File: src/rtl/wspe_pkg.sv
// Shared types and constants of the weighted symbol probability estimator.
// No dependencies; used by every other file of the block except the assertion header.
package wspe_pkg;

   localparam int MAX_CLASSES = 256;
   localparam int CLASS_AW    = $clog2(MAX_CLASSES);
   localparam int NEFF_W      = CLASS_AW + 1;

   localparam int MODE_W   = 2;
   localparam int SYMBOL_W = 8;
   localparam int WEIGHT_W = 16;
   localparam int NCLS_W   = 9;
   localparam int PRIOR_W  = 16;
   localparam int COUNT_W  = 32;
   localparam int TOTAL_W  = 40;
   localparam int PROB_W   = 16;

   localparam int QUOT_BITS = 16;
   localparam int STEP_W    = $clog2(QUOT_BITS);

   localparam int CSR_IDX_W  = 1;
   localparam int CSR_DATA_W = 16;

   localparam logic [MODE_W-1:0] MODE_ADD   = 2'd0;
   localparam logic [MODE_W-1:0] MODE_QUERY = 2'd1;
   localparam logic [MODE_W-1:0] MODE_CLEAR = 2'd2;

   localparam logic [CSR_IDX_W-1:0] CSR_NUM_CLASSES = 1'b0;
   localparam logic [CSR_IDX_W-1:0] CSR_PRIOR_COUNT = 1'b1;

   localparam logic [NCLS_W-1:0]  NCLS_RESET  = 9'd256;
   localparam logic [PRIOR_W-1:0] PRIOR_RESET = 16'd256;

   localparam logic [COUNT_W-1:0] COUNT_MAX = '1;
   localparam logic [TOTAL_W-1:0] TOTAL_MAX = '1;
   localparam logic [PROB_W-1:0]  PROB_MAX  = '1;

   typedef struct packed {
      logic [MODE_W-1:0]   mode;
      logic [SYMBOL_W-1:0] symbol;
      logic [WEIGHT_W-1:0] weight;
   } wspe_req_type;

   typedef struct packed {
      logic [PROB_W-1:0]  probability;
      logic               in_range;
      logic [TOTAL_W-1:0] total_count;
   } wspe_rsp_type;

   typedef enum logic [1:0] {
      ST_IDLE,
      ST_LOOKUP,
      ST_DIVIDE,
      ST_FINISH
   } wspe_state_type;

   typedef struct packed {
      logic busy;
      logic done;
   } wspe_div_status_type;

endpackage

File: src/rtl/wspe_div.sv
// Restoring divider: (count << 16) / total for count below total, one quotient bit a cycle.
// Depends on wspe_pkg.
module wspe_div (
   input  logic                             clock,
   input  logic                             reset,
   input  logic                             start,
   input  logic [wspe_pkg::COUNT_W-1:0]     dividend,
   input  logic [wspe_pkg::TOTAL_W-1:0]     divisor,
   output wspe_pkg::wspe_div_status_type    status,
   output logic [wspe_pkg::QUOT_BITS-1:0]   quotient
);
   import wspe_pkg::*;

   logic [TOTAL_W-1:0]   rem_ff, rem_in;
   logic [QUOT_BITS-1:0] quot_ff, quot_in;
   logic [STEP_W-1:0]    step_ff, step_in;
   logic                 busy_ff, busy_in;
   logic                 done_ff, done_in;
   logic [TOTAL_W:0]     rem_dbl;
   logic [TOTAL_W:0]     rem_diff;
   logic                 fits;

   always_comb begin
      rem_dbl  = {rem_ff, 1'b0};
      rem_diff = rem_dbl - {1'b0, divisor};
      fits     = (rem_dbl >= {1'b0, divisor});
      rem_in   = rem_ff;
      quot_in  = quot_ff;
      step_in  = step_ff;
      busy_in  = busy_ff;
      done_in  = 1'b0;
      if (start) begin
         rem_in  = TOTAL_W'(dividend);
         quot_in = '0;
         step_in = '0;
         busy_in = 1'b1;
      end else if (busy_ff) begin
         // remainder stays below the divisor, so the doubled value fits in TOTAL_W+1 bits
         rem_in  = fits ? rem_diff[TOTAL_W-1:0] : rem_dbl[TOTAL_W-1:0];
         quot_in = {quot_ff[QUOT_BITS-2:0], fits};
         step_in = step_ff + STEP_W'(1);
         if (step_ff == STEP_W'(QUOT_BITS - 1)) begin
            busy_in = 1'b0;
            done_in = 1'b1;
         end
      end
   end

   always_ff @(posedge clock) begin
      if (reset) begin
         busy_ff <= 1'b0;
         done_ff <= 1'b0;
      end else begin
         busy_ff <= busy_in;
         done_ff <= done_in;
      end
      rem_ff  <= rem_in;
      quot_ff <= quot_in;
      step_ff <= step_in;
   end

   assign status.busy = busy_ff;
   assign status.done = done_ff;
   assign quotient    = quot_ff;

endmodule

File: config.mk
export PLATFORM = sky130hd
export DESIGN_NAME = wspe_div
export DESIGN_NICKNAME = d
export VERILOG_FILES = /design/src/rtl/wspe_pkg.sv /design/src/rtl/wspe_div.sv
export SDC_FILE = /design/constraint.sdc
export NUM_CORES = 1
export LEC_CHECK = 0
export ABC_AREA = 1
export BUFFER_PORTS_ARGS = -buffer_cell sky130_fd_sc_hd__buf_4
export CAP_MARGIN = 10
export CORE_UTILIZATION = 50
export CTS_CLUSTER_DIAMETER = 100
export DETAILED_ROUTE_END_ITERATION = 10
export HOLD_SLACK_MARGIN = 0.06
export PLACE_DENSITY = 0.71
export RECOVER_POWER = 25
export SLEW_MARGIN = 15
export SYNTH_ARGS = -nofsm -noshare
export SYNTH_HDL_FRONTEND = slang
export SYNTH_SLANG_ARGS = --single-unit
File: constraint.sdc
create_clock -name clock -period 5.5 [get_ports clock]
set_clock_uncertainty 0.2 [all_clocks]
set_input_delay 0 -clock clock [delete_from_list [all_inputs] [get_ports clock]]
set_output_delay 0 -clock clock [all_outputs]
set_load 0.01 [all_outputs]
==> reports/qor.yml <==
outcome:
  status: "complete, no violations"
cts:
  cts_tree: "built"
  insertion_delay_ns: 0.35
  clkTransAtPathRegs_ns: 0.06
  cts.sinks: 62
  cts_buffer_depth: 2
  post_cts_resized: 0
  cts_buffers: 9
  cts_root_buf: "clkbuf_16"
  htreeDepth: 3
place:
  portBuffers: 92
  place.gp.congestion: 0.9323
  post_dp_cell_area_um2: 7028
  hpwlAfterDp_mm: 13.59
  placed_cells: 1269
critical_path:
  critPathSlowestCell: "dlygate4sd3_1"
  cpMostUsedCell: "nand2_1"
  worstSetupEndpointType: "flip-flop"
  r2r_cells: 14
  critical_path_class: "reg2reg"
  critPathRequiredTime_ns: 5.41
  cp_max_fo: 47
  critical_path_arrival_ns: 3.72
  crit_path_max_incr_delay_ns: 0.56
  path_cells: "ha_1 > nand2_1 > nor2_2 > nand2_1 > nor2_2 > nand3_1 > nand3_2 > nor2_4 > buf_4 > nand2_4 > nand2_1 > nand2_1 > o21ai_0 > dlygate4sd3_1"
  worst_setup_path_start_kind: "flip-flop"
logic_synthesis:
  synth_top_area_cell: "nand2_1"
  synthMuxAreaShare_pct: 0
  synth_edf_count: 32
  synthSimpleGateAreaFrac_pct: 42.95
  synth.distinct_cells: 42
  synth_top_family_by_area: "simple AND/OR/NAND/NOR gates"
  synth_most_common_cell: "nand2_1"
  syn_area_um2: 6251
  synth-xor-area-share_pct: 3.223
  ys_ff_latch: 62
  synth_top_area_share_pct: 23.90
  synth.area.top_cells: "nand2_1 24%, edfxtp_1 15%, inv_1 11%"
  yosysSeqAreaShare_pct: 24.98
  synth_compound_area_share_pct: 6.265
  synthCells: 1029
  syn-num-nets: 1146
  ys.flop_type: "edfxtp_1"
  yosysWarnings: 0
  async_reset_ff_share_pct: 0
  synth_commonest_cells: "398 x nand2_1, 191 x inv_1, 76 x nor2_1"
  syn_area_per_cell_um2: 6.075
  synth-adder-area-share_pct: 8.527
route:
  met1Wirelength_mm: 8.684
  ant_nets: 0
  wirelength_mm: 18.45
  post-route-drc-count: 0
  dr_total_vias: 6583
  wl_met2_mm: 8.392
  drt_iter0_drc: 527
  routedWlPerCell_um: 13.66
  wl_met3_um: 830
  dr.pass1.iters: 5
  vias_per_cell: 4.873
  top_layer_used: "met4"
timing:
  finalHoldViolCount: 0
  finalCritPeriodShare_pct: 69.38
  layout_min_cycle_time_ns: 3.816
  fin_tns_setup_ns: 0
  max_freq_ghz: 0.2621
  rsz0062_at_grt: "false"
  worst_pin_slew_ns: 1.112
  slew_viol_final: 0
  setup_violations: 0
  max-slew-margin-rel_pct: 25.38
finish:
  finalInstanceArea_um2: 7928
  layout-drive-gt1-share_pct: 11.07
  instances_no_fill: 1351
  area_growth_pct: 26.82
  antennaDiodeCount: 0
  nets: 1295
global_routing:
  overflow: 0
  grt_pass1_wl_mm: 30.71
  grt_antenna_before_repair: 0
  grt_pass1_vias: 6361
  grt_max_degree: 48
  grt_use_total_pct: 30.29
floorplanning:
  die_width_um: 113.8
  rows: 40
  io_pins: 93
  dieArea_um2: 12950
  die_h_um: 113.8
  design.core.area_um2: 12110
  initial_core_util_pct: 51.61
power_and_ir_drop:
  vdd_ir_drop_max_uv: 209.3
  p_leak_nw: 4.183
  power_density_nw_per_um2: 234.4
  power.total_mw: 1.858
hold_path:
  hp-class: "in2reg"
  hold-path-cell-count: 7
run:
  maxCapViolCount: 0
final cells by class:
class | count | area, µm²
fillers | 1168 | 4184
flip-flops and latches | 62 | 1562
clock buffers | 10 | 239.0
multi-input cells | 748 | 3811
well taps | 168 | 210.2
inverters | 197 | 739.5
clock inverters | 6 | 67.56
repair buffers | 160 | 1299
worst paths after layout:
| path | start | endpoint | slack (ns) |
|---|---|---|---|
| worst max-delay path | rem_ff[16] | rem_ff[1] | 1.68 |
| worst min-delay path | divisor[39] | rem_ff[39] | 0.09 |
| worst max register to register | rem_ff[16] | rem_ff[1] | 1.68 |
| worst min register to register | rem_ff[39] | rem_ff[39] | 0.27 |
registers in the layout, summed over array words and instances (netlist names):
| signal | flops |
|---|---|
| busy_ff | 1 |
| quotient | 16 |
| done_ff | 1 |
| rem_ff | 40 |
| step_ff | 4 |
cell usage in the layout (no fill, tap or decap), types with 2 or more instances in the layout:
master / count
nand3b_1: 29
dlygate4sd3_1: 66
nor2_1: 76
clkinv_1: 2
clkbuf_16: 9
inv_1: 190
nor3_1: 7
edfxtp_1: 32
xnor2_1: 22
nand4_1: 3
or2_2: 2
o21bai_1: 4
nand2_2: 3
buf_4: 76
nor2_2: 9
a21o_1: 2
nand3_2: 13
dfxtp_1: 30
o22ai_1: 14
a21oi_1: 26
ha_1: 41
o21a_1: 2
clkbuf_1: 18
nand2_4: 2
and2_1: 2
o21ai_0: 16
inv_4: 2
nand3_1: 66
nand2_1: 398
a21oi_2: 2
inv_2: 5
metal layers:
metal  vias to the layer above  GRT usage, %
met5                         -             0
met4                         0         12.29
met3                        35         4.251
met2                       184         50.89
met1                      2887         39.15
li1                       3477             -
report_power, final:
| group | switching, mW | total, mW | internal, mW |
|---|---|---|---|
| Sequential | 0.0202 | 0.549 | 0.529 |
| Combinational | 0.423 | 0.705 | 0.282 |
| Clock | 0.239 | 0.605 | 0.366 |
| Total | 0.682 | 1.86 | 1.18 |
timing repair:
item / 4_1_cts / 5_1_grt
endpoints found under the hold margin: 36 / 0
buffers inserted: 0 / 0
hold buffers: 66 / 0
worst max-delay path, delay by kind of cell (launching register included):
| family | cells | cell delay (ns) |
|---|---|---|
| AND/OR/NAND/NOR | 10 | 1.67 |
| adder cells (fa/ha/maj) | 1 | 0.36 |
| flip-flops | 1 | 0.39 |
| buffers and inverters | 2 | 0.81 |
| AO/OA/AOI/OAI | 1 | 0.11 |
cell families after synthesis:
kind of cell,Yosys count
simple gates,615
compound gates,68
buf+inv,219
fa+ha+maj,42
xor+xnor,23
flops,62
stage by stage:
step,hold slack [ns],worst slack [ns],util (%)
6_report,0.09400,1.684,65.45
3_3_place_gp,-0.01979,2.436,58.03
3_5_place_dp,-0.02024,2.367,58.03
4_1_cts,0.09184,1.757,66.01
2_1_floorplan,-0.1239,3.139,-
5_1_grt,0.1576,1.471,65.45
No activity file was read; power rests on OpenSTA's default activity.
